<file path="src/rtl/dcm_pkg.sv">
// ----------------------------------------------------------------------------
// dcm_pkg
// Shared types and constants of the direction cosine matrix update block:
// transfer payloads, matrix store request and multiplier request.
// ----------------------------------------------------------------------------
package dcm_pkg;

	// word width of matrix entries, vector components and results
	localparam int WORD_W = 32;

	// matrix store geometry, row-major 3x3
	localparam int MAT_DEPTH = 9;
	localparam int MAT_AW = $clog2(MAT_DEPTH);

	// shared multiplier operand and product widths
	localparam int MUL_W = WORD_W + 1;
	localparam int PROD_W = 2 * MUL_W;

	// 1.0 in Q3.28
	localparam logic [WORD_W-1:0] MAT_ONE = 32'h1000_0000;

	// reset value of the step time register, about 0.01 s in Q0.32
	localparam logic [WORD_W-1:0] STEP_TIME_RST = 32'd42949673;

	// item modes
	typedef enum logic [1:0] {
		MODE_INTEGRATE = 2'd0,
		MODE_ROTATE    = 2'd1,
		MODE_RELOAD    = 2'd2
	} mode_t;

	typedef struct packed {
		logic [1:0]              mode;
		logic signed [WORD_W-1:0] vec_x;
		logic signed [WORD_W-1:0] vec_y;
		logic signed [WORD_W-1:0] vec_z;
	} in_item_t;

	typedef struct packed {
		logic signed [WORD_W-1:0] out_x;
		logic signed [WORD_W-1:0] out_y;
		logic signed [WORD_W-1:0] out_z;
	} out_item_t;

	// request from the sequencer to the matrix store
	typedef struct packed {
		logic              rd_en;
		logic [MAT_AW-1:0] rd_addr;
		logic              wr_en;
		logic [MAT_AW-1:0] wr_addr;
		logic [WORD_W-1:0] wr_data;
		logic              clr;
	} ram_req_t;

	// request from the sequencer to the shared multiplier
	typedef struct packed {
		logic                    en;
		logic signed [MUL_W-1:0] op_a;
		logic signed [MUL_W-1:0] op_b;
	} mul_req_t;

endpackage

</file>
<file path="src/rtl/dcm_attitude_update.sv">
// ----------------------------------------------------------------------------
// dcm_attitude_update
// A rotate item gives its result in the output register; an integrate item
//   writes the new matrix back and a reload item only clears the matrix store.
// Items are taken one at a time, with twelve products per matrix column on
//   integrate, all on the single shared multiplier.
// Reset: the matrix reads as the identity, step time returns to about 0.01 s
//   and the output register empties.
// Direction cosine matrix attitude update around a nine-word matrix store.
// ----------------------------------------------------------------------------
module dcm_attitude_update
	import dcm_pkg::*;
(
	input  logic              clk,
	input  logic              arst_n,
	input  logic              cfg_we,
	input  logic [WORD_W-1:0] cfg_wdata,
	input  logic              in_valid,
	output logic              in_stall,
	input  in_item_t          in_data,
	output logic              out_valid,
	input  logic              out_stall,
	output out_item_t         out_data
);

	logic [WORD_W-1:0]        step_time_q;
	logic                     out_valid_q;
	out_item_t                out_data_q;
	logic                     res_valid;
	logic                     res_ready;
	out_item_t                res_data;
	ram_req_t                 ram_req;
	logic [WORD_W-1:0]        rd_data;
	mul_req_t                 mul_req;
	logic signed [PROD_W-1:0] prod_q;

	// hold the step time register
	always_ff @(posedge clk or negedge arst_n) begin
		if (!arst_n) begin
			step_time_q <= STEP_TIME_RST;
		end else if (cfg_we) begin
			step_time_q <= cfg_wdata;
		end
	end

	// output register: take a new result once the old one has been transferred
	assign res_ready = !out_valid_q || !out_stall;

	always_ff @(posedge clk or negedge arst_n) begin
		if (!arst_n) begin
			out_valid_q <= 1'b0;
		end else if (res_ready) begin
			out_valid_q <= res_valid;
		end
	end

	always_ff @(posedge clk) begin
		if (res_valid && res_ready) begin
			out_data_q <= res_data;
		end
	end

	assign out_valid = out_valid_q;
	assign out_data  = out_data_q;

	dcm_seq u_seq (
		.clk       (clk),
		.arst_n    (arst_n),
		.step_time (step_time_q),
		.in_valid  (in_valid),
		.in_stall  (in_stall),
		.in_data   (in_data),
		.res_valid (res_valid),
		.res_ready (res_ready),
		.res_data  (res_data),
		.ram_req   (ram_req),
		.rd_data   (rd_data),
		.mul_req   (mul_req),
		.prod_q    (prod_q)
	);

	dcm_mat_ram u_ram (
		.clk     (clk),
		.arst_n  (arst_n),
		.req     (ram_req),
		.rd_data (rd_data)
	);

	dcm_mul u_mul (
		.clk    (clk),
		.req    (mul_req),
		.prod_q (prod_q)
	);

endmodule

</file>
<file path="src/rtl/dcm_mat_ram.sv">
// ----------------------------------------------------------------------------
// dcm_mat_ram
// Matrix store: nine words, one write and one read port, registered read.
// Per-entry valid bits make an unwritten entry read as the identity; a
// clear request drops every valid bit at once to reload the identity.
// ----------------------------------------------------------------------------
module dcm_mat_ram
	import dcm_pkg::*;
(
	input  logic              clk,
	input  logic              arst_n,
	input  ram_req_t          req,
	output logic [WORD_W-1:0] rd_data
);

	logic [WORD_W-1:0]    mem [MAT_DEPTH];
	logic [MAT_DEPTH-1:0] valid_q;
	logic [WORD_W-1:0]    raw_q;
	logic                 hit_q;
	logic                 diag_q;

	// write and read the storage array
	always_ff @(posedge clk) begin
		if (req.wr_en) begin
			mem[req.wr_addr] <= req.wr_data;
		end
		if (req.rd_en) begin
			raw_q <= mem[req.rd_addr];
		end
	end

	// track written entries and register the read-side selection
	always_ff @(posedge clk or negedge arst_n) begin
		if (!arst_n) begin
			valid_q <= '0;
			hit_q   <= 1'b0;
			diag_q  <= 1'b0;
		end else begin
			if (req.clr) begin
				valid_q <= '0;
			end else if (req.wr_en) begin
				valid_q[req.wr_addr] <= 1'b1;
			end
			if (req.rd_en) begin
				hit_q  <= valid_q[req.rd_addr];
				diag_q <= (req.rd_addr == MAT_AW'(0)) || (req.rd_addr == MAT_AW'(4))
					|| (req.rd_addr == MAT_AW'(8));
			end
		end
	end

	// fall back to the identity for entries not yet written
	assign rd_data = hit_q ? raw_q : (diag_q ? MAT_ONE : '0);

endmodule

</file>
<file path="src/rtl/dcm_mul.sv">
// ----------------------------------------------------------------------------
// dcm_mul
// Shared signed multiplier with a registered product.
// ----------------------------------------------------------------------------
module dcm_mul
	import dcm_pkg::*;
(
	input  logic                     clk,
	input  mul_req_t                 req,
	output logic signed [PROD_W-1:0] prod_q
);

	// multiply and hold the product
	always_ff @(posedge clk) begin
		if (req.en) begin
			prod_q <= req.op_a * req.op_b;
		end
	end

endmodule

</file>
<file path="src/rtl/dcm_seq.sv">
// ----------------------------------------------------------------------------
// dcm_seq
// Sequencer and arithmetic around the matrix store. Works one column at a
// time: read the three entries, run the products through the shared
// multiplier, write the new column back (integrate) or sum into one
// result component (rotate); a reload item clears the store instead.
// ----------------------------------------------------------------------------
module dcm_seq
	import dcm_pkg::*;
(
	input  logic                     clk,
	input  logic                     arst_n,
	input  logic [WORD_W-1:0]        step_time,
	input  logic                     in_valid,
	output logic                     in_stall,
	input  in_item_t                 in_data,
	output logic                     res_valid,
	input  logic                     res_ready,
	output out_item_t                res_data,
	output ram_req_t                 ram_req,
	input  logic [WORD_W-1:0]        rd_data,
	output mul_req_t                 mul_req,
	input  logic signed [PROD_W-1:0] prod_q
);

	typedef enum logic [2:0] {
		S_IDLE,
		S_RD,
		S_RWAIT,
		S_MUL,
		S_DRAIN,
		S_EMIT
	} state_t;

	// product kinds: rate terms, time scaling halves, rotation terms
	typedef enum logic [2:0] {
		K_A,
		K_B,
		K_C,
		K_D,
		K_R
	} kind_t;

	typedef struct packed {
		kind_t      kind;
		logic [1:0] row;
	} op_t;

	localparam logic [3:0] LAST_OP_INT = 4'd11;
	localparam logic [3:0] LAST_OP_ROT = 4'd2;
	localparam logic [3:0] FIRST_TIME_OP = 4'd6;
	localparam logic [1:0] LAST_IDX = 2'd2;
	localparam int SUM_W = 51;
	localparam int T1_W = 48;
	localparam int D_W = 49;
	localparam int HI_W = 57;
	localparam int ACC_W = 58;
	localparam int ROT_W = 38;

	state_t            state_q;
	logic [1:0]        mode_q;
	logic [1:0]        col_idx_q;
	logic [1:0]        k_q;
	logic [3:0]        m_q;
	logic [3:0]        m_rel;
	logic              rd_pend_s1;
	logic [1:0]        rd_row_s1;
	logic              op_vld_s1;
	op_t               op_s1;
	logic              fin_vld_s2;
	logic [1:0]        fin_row_s2;
	op_t               issue_op;
	logic [3:0]        last_op;

	in_item_t          vec_q;
	logic [WORD_W-1:0] col_q [3];
	logic [T1_W-1:0]   t1_q;
	logic [D_W-1:0]    d_q [3];
	logic [HI_W-1:0]   hi_q;
	logic [ACC_W-1:0]  sum_q;
	logic [ROT_W-1:0]  racc_q;
	logic [WORD_W-1:0] res_part_q [3];

	logic [ROT_W-1:0]  term_ext;
	logic [ROT_W-1:0]  rot_sum;
	logic [SUM_W-1:0]  fin_sum;
	logic [WORD_W-1:0] fin_word;

	// row-major address of an entry
	function automatic logic [MAT_AW-1:0] mat_addr(input logic [1:0] r, input logic [1:0] c);
		mat_addr = {1'b0, r, 1'b0} + {2'b00, r} + {2'b00, c};
	endfunction

	// first and second partner rows of each row's update
	function automatic logic [1:0] row_p(input logic [1:0] r);
		case (r)
			2'd0:    row_p = 2'd1;
			2'd1:    row_p = 2'd2;
			default: row_p = 2'd0;
		endcase
	endfunction

	function automatic logic [1:0] row_q(input logic [1:0] r);
		case (r)
			2'd0:    row_q = 2'd2;
			2'd1:    row_q = 2'd0;
			default: row_q = 2'd1;
		endcase
	endfunction

	// vector component by index: x, y, z
	function automatic logic [WORD_W-1:0] vec_sel(input in_item_t v, input logic [1:0] i);
		case (i)
			2'd0:    vec_sel = v.vec_x;
			2'd1:    vec_sel = v.vec_y;
			default: vec_sel = v.vec_z;
		endcase
	endfunction

	// rate that weights the first partner row: wz, wx, wy
	function automatic logic [WORD_W-1:0] rate_a(input in_item_t v, input logic [1:0] r);
		case (r)
			2'd0:    rate_a = v.vec_z;
			2'd1:    rate_a = v.vec_x;
			default: rate_a = v.vec_y;
		endcase
	endfunction

	// rate that weights the second partner row: wy, wz, wx
	function automatic logic [WORD_W-1:0] rate_b(input in_item_t v, input logic [1:0] r);
		case (r)
			2'd0:    rate_b = v.vec_y;
			2'd1:    rate_b = v.vec_z;
			default: rate_b = v.vec_x;
		endcase
	endfunction

	// clamp to the signed word range
	function automatic logic [WORD_W-1:0] sat_word(input logic [SUM_W-1:0] v);
		logic [WORD_W-1:0] r;
		if (&v[SUM_W-1:WORD_W-1] || ~|v[SUM_W-1:WORD_W-1]) begin
			r = v[WORD_W-1:0];
		end else if (v[SUM_W-1]) begin
			r = {1'b1, {(WORD_W-1){1'b0}}};
		end else begin
			r = {1'b0, {(WORD_W-1){1'b1}}};
		end
		return r;
	endfunction

	// pick the product to issue this cycle
	assign m_rel = m_q - FIRST_TIME_OP;
	assign last_op = (mode_q == MODE_ROTATE) ? LAST_OP_ROT : LAST_OP_INT;

	always_comb begin
		issue_op.kind = K_R;
		issue_op.row  = m_q[1:0];
		if (mode_q == MODE_INTEGRATE) begin
			if (m_q < FIRST_TIME_OP) begin
				issue_op.kind = m_q[0] ? K_B : K_A;
				issue_op.row  = m_q[2:1];
			end else begin
				issue_op.kind = m_rel[0] ? K_D : K_C;
				issue_op.row  = m_rel[2:1];
			end
		end
	end

	// steer the multiplier operands
	always_comb begin
		mul_req.en = (state_q == S_MUL);
		case (issue_op.kind)
			K_A: begin
				mul_req.op_a = MUL_W'($signed(rate_a(vec_q, issue_op.row)));
				mul_req.op_b = $signed({col_q[row_p(issue_op.row)][WORD_W-1],
					col_q[row_p(issue_op.row)]});
			end
			K_B: begin
				mul_req.op_a = MUL_W'($signed(rate_b(vec_q, issue_op.row)));
				mul_req.op_b = $signed({col_q[row_q(issue_op.row)][WORD_W-1],
					col_q[row_q(issue_op.row)]});
			end
			K_C: begin
				mul_req.op_a = $signed({{8{d_q[issue_op.row][D_W-1]}},
					d_q[issue_op.row][D_W-1:24]});
				mul_req.op_b = $signed({1'b0, step_time});
			end
			K_D: begin
				mul_req.op_a = $signed({9'd0, d_q[issue_op.row][23:0]});
				mul_req.op_b = $signed({1'b0, step_time});
			end
			K_R: begin
				mul_req.op_a = $signed({col_q[issue_op.row][WORD_W-1], col_q[issue_op.row]});
				mul_req.op_b = MUL_W'($signed(vec_sel(vec_q, issue_op.row)));
			end
			default: begin
				mul_req.op_a = '0;
				mul_req.op_b = '0;
			end
		endcase
	end

	// rotation term is the product floored to Q16.16
	assign term_ext = {{2{prod_q[63]}}, prod_q[63:28]};
	assign rot_sum = racc_q + term_ext;

	// new entry: old entry plus the scaled step, floored by 2^8 more
	assign fin_sum = {{(SUM_W-WORD_W){col_q[fin_row_s2][WORD_W-1]}}, col_q[fin_row_s2]}
		+ {sum_q[ACC_W-1], sum_q[ACC_W-1:8]};
	assign fin_word = sat_word(fin_sum);

	// matrix store requests
	always_comb begin
		ram_req.rd_en   = (state_q == S_RD);
		ram_req.rd_addr = mat_addr(k_q, col_idx_q);
		ram_req.wr_en   = fin_vld_s2;
		ram_req.wr_addr = mat_addr(fin_row_s2, col_idx_q);
		ram_req.wr_data = fin_word;
		ram_req.clr     = (state_q == S_IDLE) && in_valid && (in_data.mode == MODE_RELOAD);
	end

	assign in_stall = (state_q != S_IDLE);
	assign res_valid = (state_q == S_EMIT);
	assign res_data.out_x = res_part_q[0];
	assign res_data.out_y = res_part_q[1];
	assign res_data.out_z = res_part_q[2];

	// sequence reads, products and write-back column by column
	always_ff @(posedge clk or negedge arst_n) begin
		if (!arst_n) begin
			state_q    <= S_IDLE;
			mode_q     <= MODE_INTEGRATE;
			col_idx_q  <= '0;
			k_q        <= '0;
			m_q        <= '0;
			rd_pend_s1 <= 1'b0;
			rd_row_s1  <= '0;
			op_vld_s1  <= 1'b0;
			op_s1      <= '{kind: K_A, row: 2'd0};
			fin_vld_s2 <= 1'b0;
			fin_row_s2 <= '0;
		end else begin
			rd_pend_s1 <= (state_q == S_RD);
			rd_row_s1  <= k_q;
			op_vld_s1  <= (state_q == S_MUL);
			op_s1      <= issue_op;
			fin_vld_s2 <= op_vld_s1 && (op_s1.kind == K_D);
			fin_row_s2 <= op_s1.row;
			case (state_q)
				S_IDLE: begin
					if (in_valid) begin
						mode_q    <= in_data.mode;
						col_idx_q <= '0;
						k_q       <= '0;
						m_q       <= '0;
						if (in_data.mode == MODE_INTEGRATE || in_data.mode == MODE_ROTATE) begin
							state_q <= S_RD;
						end
					end
				end
				S_RD: begin
					k_q <= k_q + 2'd1;
					if (k_q == LAST_IDX) begin
						state_q <= S_RWAIT;
					end
				end
				S_RWAIT: begin
					m_q     <= '0;
					state_q <= S_MUL;
				end
				S_MUL: begin
					m_q <= m_q + 4'd1;
					if (m_q == last_op) begin
						state_q <= S_DRAIN;
					end
				end
				S_DRAIN: begin
					// hold until the last product and write-back have left
					if (!op_vld_s1 && !fin_vld_s2) begin
						k_q <= '0;
						if (col_idx_q == LAST_IDX) begin
							state_q <= (mode_q == MODE_ROTATE) ? S_EMIT : S_IDLE;
						end else begin
							col_idx_q <= col_idx_q + 2'd1;
							state_q   <= S_RD;
						end
					end
				end
				S_EMIT: begin
					if (res_ready) begin
						state_q <= S_IDLE;
					end
				end
				default: begin
					state_q <= S_IDLE;
				end
			endcase
		end
	end

	// datapath registers
	always_ff @(posedge clk) begin
		if (state_q == S_IDLE && in_valid) begin
			vec_q <= in_data;
		end
		if (rd_pend_s1) begin
			col_q[rd_row_s1] <= rd_data;
		end
		if (op_vld_s1) begin
			case (op_s1.kind)
				K_A: begin
					t1_q <= prod_q[63:16];
				end
				K_B: begin
					d_q[op_s1.row] <= {t1_q[T1_W-1], t1_q} - {prod_q[63], prod_q[63:16]};
				end
				K_C: begin
					hi_q <= prod_q[HI_W-1:0];
				end
				K_D: begin
					sum_q <= {hi_q[HI_W-1], hi_q} + {26'd0, prod_q[55:24]};
				end
				K_R: begin
					if (op_s1.row == 2'd0) begin
						racc_q <= term_ext;
					end else if (op_s1.row == 2'd1) begin
						racc_q <= rot_sum;
					end else begin
						res_part_q[col_idx_q] <= sat_word({{(SUM_W-ROT_W){rot_sum[ROT_W-1]}},
							rot_sum});
					end
				end
				default: begin
				end
			endcase
		end
	end

endmodule

</file>
<file path="config.mk">
export PLATFORM = sky130hd
export DESIGN_NAME = dcm_attitude_update
export DESIGN_NICKNAME = d
export VERILOG_FILES = /design/src/rtl/dcm_pkg.sv /design/src/rtl/dcm_attitude_update.sv /design/src/rtl/dcm_mat_ram.sv /design/src/rtl/dcm_mul.sv /design/src/rtl/dcm_seq.sv
export SDC_FILE = /design/constraint.sdc
export NUM_CORES = 2
export LEC_CHECK = 0
export BUFFER_PORTS_ARGS = -buffer_cell sky130_fd_sc_hd__buf_2
export CORE_UTILIZATION = 60
export CTS_CLUSTER_SIZE = 28
export DETAILED_ROUTE_END_ITERATION = 6
export GPL_TIMING_DRIVEN = 1
export PLACE_DENSITY_LB_ADDON = 0.1
export SLEW_MARGIN = 20
export SYNTH_ARGS = -nofsm -noshare
export SYNTH_HDL_FRONTEND = slang
export SYNTH_SLANG_ARGS = --single-unit
</file>
<file path="constraint.sdc">
create_clock -name clk -period 19 [get_ports clk]
set_input_delay 2.85 -clock clk [delete_from_list [all_inputs] [get_ports clk]]
set_output_delay 2.85 -clock clk [all_outputs]
set_load 0.01 [all_outputs]
</file>
* After elaboration in Yosys (flattened, before gate mapping)
Memory sizes are Yosys's and may differ from the RTL's. A register that Yosys moved wholly into a read port is not among the register bits.
Cells that the tools add are included.
W data, S select, Z words.
** Storage, ports and cells
- Register bits :: 430
- Latch bits :: 0
- Bits in writable memories :: 627
- ROM bits :: 0
- Input bits :: 135
- Logic and storage cells :: 182
- Memories :: 4
** Operators by class
- Add/subtract/negate cells :: 12
- Multipliers :: 1
- Div/mod/pow operators :: 0
- Order comparisons :: 4
- Equal/unequal tests :: 30
- Shift operators :: 0
- Mux-type cells :: 60
- Bitwise gates (word level) :: 1
- Reductions and logical operators :: 45
** Memories
- u_ram.mem :: depth 9, width 32, read ports 1, clocked after Yosys merged registers in 1, write ports 1, line dcm_mat_ram.sv:16 : logic [WORD_W-1:0] mem [MAT_DEPTH];
- u_seq.d_q :: depth 3, width 49, read ports 1, clocked after Yosys merged registers in 0, write ports 1, line dcm_seq.sv:78 : logic [D_W-1:0] d_q [3];
- u_seq.col_q :: depth 3, width 32, read ports 4, clocked after Yosys merged registers in 0, write ports 1, line dcm_seq.sv:76 : logic [WORD_W-1:0] col_q [3];
- u_seq.res_part_q :: depth 3, width 32, read ports 3, clocked after Yosys merged registers in 3, write ports 1, line dcm_seq.sv:82 : logic [WORD_W-1:0] res_part_q [3];
** Operator list (number)
- $pmux W66 S5 :: 1
- $mux W32 :: 9
- $pmux W32 S2 :: 3
- $mux W38 :: 2
- $mul A33 B33 Y64 :: 1
- $add A57 B33 Y58 :: 1
- $add A32 B50 Y51 :: 1
- $sub A48 B48 Y49 :: 1
- $add A38 B38 Y38 :: 1
- $mux W29 :: 1
- $mux W3 :: 8
- $reduce_and A20 Y1 :: 1
- $reduce_or A20 Y1 :: 1
- $eq A3 B2 Y1 const B :: 6
- $mux W9 :: 2
- $pmux W3 S6 :: 1
- $mux W1 :: 16
- $eq A3 B3 Y1 const B :: 4
- $mux W2 :: 6
- $pmux W2 S2 :: 3
- $pmux W4 S3 :: 1
- $lt A4 B5 Y1 const B :: 2
- $mux W5 :: 2
- $ne A2 B1 Y1 const B :: 5
- 33 further kinds :: 74

* Logic depth before layout (Yosys ltp)
An unclocked memory read counts as a cell.
- Depth in word-level cells :: 10
- Depth in mapped cells :: 48
- Depth with buffers taken out :: 41

* Cells and area by module
From an unflattened synthesis, not the netlist that was laid out.
** Unflattened totals
- Cell total of the unflattened synthesis :: 8508
- Area, all modules :: 95305.2 um2
** Modules (own cells, without submodules)
- dcm_mul :: times used 1, cells each 4305, area each 40936.8 um2
- dcm_seq :: times used 1, cells each 3436, area each 37521.0 um2
- dcm_mat_ram :: times used 1, cells each 599, area each 12559.5 um2
- dcm_attitude_update :: times used 1, cells each 168, area each 4287.9 um2

* Worst setup path before layout
No wires, ideal clock.
- Path kind :: input -> register
- Start point :: in in_valid
- End point :: reg u_ram.valid_q[0]
- Data arrival time :: 11.320 ns
- Setup slack :: 7.551 ns
- Cell stages on the path :: 4
- Path buffers :: 0
- Cell sequence :: nand2b_1 -> nor3_1 -> nand3b_1 -> o21a_1
** Between the ends
- Word-level cells in the longest chain between the ends :: 3
** Ends and longest elaborated chain
- start, declared :: line dcm_attitude_update.sv:18 : input logic in_valid,
- $logic_and A1 B1 Y1 * (2 in a row) :: line dcm_seq.sv:219 : ram_req.clr = (state_q == S_IDLE) && in_valid && (in_data.mode == MODE_RELOAD);
- $mux W9 / $reduce_bool A2 Y1 (equally long branches)
- end signal, assigned :: line dcm_mat_ram.sv:35 : valid_q <= '0;
- end signal, assigned :: line dcm_mat_ram.sv:40 : valid_q <= '0;
- end signal, assigned by index :: line dcm_mat_ram.sv:42 : valid_q[req.wr_addr] <= 1'b1;
- end, declared :: line dcm_mat_ram.sv:17 : logic [MAT_DEPTH-1:0] valid_q;
Every way passes the cells marked *; elsewhere a longest branch is shown, timed or not.
A chain may end at the register's enable or synchronous reset.

* Final worst setup path
- Start point :: reg u_seq.mode_q[0]
- End point :: reg u_mul.prod_q[62] (data pin)
** Between the ends
- Word-level cells in the longest chain between the ends :: 8
** Ends and longest elaborated chain
- start, declared :: line dcm_seq.sv:61 : logic [1:0] mode_q;
- start signal, assigned :: line dcm_seq.sv:252 : mode_q <= in_data.mode;
- $logic_not A2 Y1 * :: line dcm_seq.sv:158 : if (mode_q == MODE_INTEGRATE) begin
- $mux W5 * :: line dcm_seq.sv:158
- $eq A2 B1 Y1 / $logic_not A2 Y1 (equally long branches)
- $pmux W2 S2 (on tied branches) :: line dcm_seq.sv:104, dcm_seq.sv:96
- $mux W2 :: line dcm_seq.sv:172 : case (issue_op.kind)
- $mem_v2 Z3 W32
- $pmux W66 S5 * :: line dcm_seq.sv:172
- $mul A33 B33 Y64 * :: line dcm_mul.sv:16 : prod_q <= req.op_a * req.op_b;
- end signal, assigned :: line dcm_mul.sv:16
- end, declared :: line dcm_mul.sv:10 : output logic signed [PROD_W-1:0] prod_q
Every way passes the cells marked *; elsewhere a longest branch is shown, timed or not. The select of a mux whose other input is x is not followed.

==> impl_metrics.json <==
{
  "h_tree_depth_reported_by_cts": 3,
  "fraction_of_layout_cells_with_a_size_suffix_above_1_pct": 9.56,
  "r2r_start": "u_seq.mode_q[0]",
  "die_span_in_x_microns": 392,
  "post-synth-top-count-cell": "inv_1",
  "core_area_sq_mm": 0.150,
  "areaGrowthSynthToFinish_pct": 8.47,
  "first_pass_grt_wire_length_microns": 407000,
  "pre_cts_ws_ns": 5.76,
  "worstSetupEndpointType": "flip-flop",
  "clock_sinks": 1177,
  "worst-setup-path-type": "flip-flop to flip-flop",
  "cts.repair_timing.setup_buffer_count": 0,
  "finalMaxSlewViolations": 0,
  "synth_top_family_by_area": "adder cells",
  "timing.critical_path.to": "u_mul.prod_q[62]",
  "regToRegSetupSlack_ns": 5.39,
  "postSynthNetCount": 9797,
  "critical_path_arrival_ns": 14.10,
  "cts_tree": "yes",
  "synth_top_cells_by_area": "edfxtp_1 (36%), fa_1 (24%), ha_1 (5.3%)",
  "crit_fanout": 117,
  "setup_repair_after_global_routing_missed_its_margin": "false",
  "synth_enable_flop_cells": 1108,
  "worst_slew_pin_slew_ns": 1.24,
  "drc": 0,
  "timing.critical_path.slowest_stage_cell": "a2111oi_0",
  "worst_hold_path_type": "flip-flop to flip-flop",
  "dr.pass1.iters": 7,
  "cts_buffer_depth": 3,
  "netlist_top_cells_count": "inv_1 (1239), fa_1 (1112), edfxtp_1 (1108), nand2_1 (864), nor2_1 (760)",
  "final.setup.worst_slack_ns": 5.39,
  "yosys.area_share.adder_pct": 29.6,
  "seq_area_frac_synth_pct": 38.3,
  "synth_compound_gate_area_share_pct": 7.98,
  "vias_per_cell": 6.16,
  "ys_ff_latch": 1177,
  "synth_top_area_share_pct": 36.4,
  "drtIter0Drc": 7166,
  "replace_congestion": 1.00,
  "synth_ff_type": "edfxtp_1",
  "cp_slowest_stage_delay_ns": 0.90,
  "total_congestion_overflow": 0,
  "io_pins": 233,
  "rows": 142,
  "worst_skew_pair.late_latency_ns": 0.75,
  "first_global_vias": 62975,
  "port_buffers": 232,
  "totalWireLength_microns": 278000,
  "antenna_violating_nets_post_route": 0,
  "ctsHoldBuffers": 0,
  "antenna_found_initial": 19,
  "report.final.hold_viol_count": 0,
  "worst_setup_path_start_kind": "flip-flop",
  "r2r-end": "u_mul.prod_q[62]",
  "finalSetupViolations": 0,
  "setup-tns-final_ns": 0,
  "achievable-frequency_mhz": 73.5,
  "cts_root_buf": "clkbuf_16",
  "timing_startpoint_of_the_critical_path": "u_seq.mode_q[0]",
  "cts_inserted_buffers": 112,
  "synth_xor_xnor_area_share_pct": 2.20,
  "synth.avg_cell_area_sq_um": 11.2,
  "cap_violations": 0,
  "wire_per_inst_microns": 26.7,
  "simple_gate_share_of_the_synthesized_area_pct": 9.65,
  "die_y_microns": 392,
  "status": "complete, no violations",
  "detailroute.via_count": 64187,
  "fin_crit_sh_pct": 71.6,
  "rr_worst_depth": 41,
  "initial_utilization_pct": 60.8,
  "synthMuxAreaShare_pct": 5.45,
  "cts_resized": 0,
  "timing.hold.worst.start": "u_mul.prod_q[1]",
  "grt_usage_pct": 36.6,
  "final_period_minus_worst_setup_slack_ns": 13.61,
  "nNetsFinal": 9938,
  "dp.final_hpwl_microns": 207000,
  "cts.reportedPaths.clkPinSlew_ns": 0.07,
  "syn_inst": 8162,
  "synthDistinctLibCells": 95,
  "floorplan.die_area_sq_mm": 0.154,
  "synth-async-reset-ratio_pct": 5.86,
  "grt_start_max_net_pins": 118,
  "timing.critical_path.mode_cell": "fa_1",
  "synthDominantAreaCellType": "edfxtp_1",
  "fin_skew_ns": 0.0338,
  "worst_slew_margin_rel_pct": 17.5,
  "post_synth_instance_area_sq_mm": 0.0915,
  "yosys_warnings": 0,
  "critical_path_data_required_time_ns": 19.49
}
==> layout make-up <==
cell class              count  area, sq um
diodes                      6         15.0
clock buffers             137         2940
clock inverters            73          840
fillers                 11470        51300
inverters                1243         4670
multi-input cells        5376        50800
flip-flops and latches   1177        35000
well taps                2016         2520
repair buffers            393         2430
==> worst min-delay path by stage <==
stage | to | slack [ns] | depth (start not counted)
after floorplan | out_data[0] | 0.40 | 0
after global placement | out_data[82] | 0.40 | 0
after detailed placement | out_data[22] | 0.40 | 0
after CTS | u_seq.hi_q[1] | 0.40 | 0
after global routing | u_seq.hi_q[1] | 0.41 | 0
final | u_seq.hi_q[1] | 0.41 | 0
==> state kept, by name, indices dropped and copies added (netlist names), 2 cells and up <==
signal,cells
step_time_q,32
u_seq.fin_row_s2,2
u_seq.k_q,2
u_seq.state_q,3
u_seq.rd_row_s1,2
u_seq.d_q,147
u_seq.col_idx_q,2
u_seq.vec_q,96
u_seq.op_s1,5
u_seq.m_q,4
u_ram.valid_q,9
u_seq.racc_q,38
u_seq.res_part_q,96
u_seq.col_q,96
u_seq.hi_q,57
u_mul.prod_q,64
u_seq.sum_q,50
u_ram.raw_q,32
u_ram.mem,288
u_seq.mode_q,2
u_seq.t1_q,48
out_data,96
==> kinds of logic (layout without fill, tap and decap cells) <==
kind of cell | count (synthesis) | in the layout
AOI/OAI and AO/OA | 1173 | 1173
buffers and inverters | 1609 | 1846
and+or+nand+nor | 2063 | 2063
xor gates and xnor gates | 230 | 230
DFF | 1177 | 1177
adders and majority gates | 1500 | 1500
muxes | 410 | 410
other | 0 | 6
==> cells in the final DEF (no fill, tap or decap), types with 37 or more instances in the layout <==
cell       synthesis  routed
mux2i_1          308     308
a21o_1           107     106
buf_2             64     231
edfxtp_1        1108    1108
mux4_2            66      66
xor2_1            72      72
dfrtp_1           56      54
inv_1           1239    1236
nor3_1            42      37
and2_1            73      72
nand2b_1          46      46
nand2_1          864     861
buf_4             13     157
fa_1            1112    1110
a21oi_1          394     390
clkbuf_16          0     114
ha_1             388     386
xnor2_1          158     158
o21a_1            40      40
nor2b_1           50      50
nor2_1           760     745
o21ai_0          234     233
a211oi_1         145     138
nand3_1           58      58
==> layer usage <==
| layer | vias up | share of wire, % | global-route usage (%) |
|---|---|---|---|
| met4 | 12 | 5.2 | 15.6 |
| met1 | 32426 | 39 | 52.1 |
| met2 | 3728 | 43 | 53.5 |
| met5 | - | 0.028 | 0 |
| met3 | 641 | 12 | 9.67 |
| li1 | 27380 | - | - |
==> metrics by stage <==
| step | cell area, sq um | utilization [%] | hold slack (ns) | std cells |
|---|---|---|---|---|
| global route | 99200 | 65.9 | 0.414 | 10416 |
| floorplan | 91500 | - | 0.400 | 8162 |
| detailed placement | 95400 | 63.4 | 0.405 | 10204 |
| CTS | 99100 | 65.9 | 0.401 | 10414 |
| global placement | 95300 | 63.3 | 0.401 | 10201 |
| finish | 99200 | 65.9 | 0.414 | 10421 |
==> worst max-delay path, delay by kind of cell, from the launching register on <==
family | cells | cell delay [ns]
fa+ha+maj | 9 | 4.39
flops | 1 | 0.42
xor+xnor | 1 | 0.11
compound gates | 15 | 3.93
simple gates | 4 | 0.65
mux | 2 | 0.57
buf+inv | 10 | 3.06
Power is left out: the tool's default activity adds up to more than one toggle a clock period on the data nets, which glitch-free logic cannot reach.
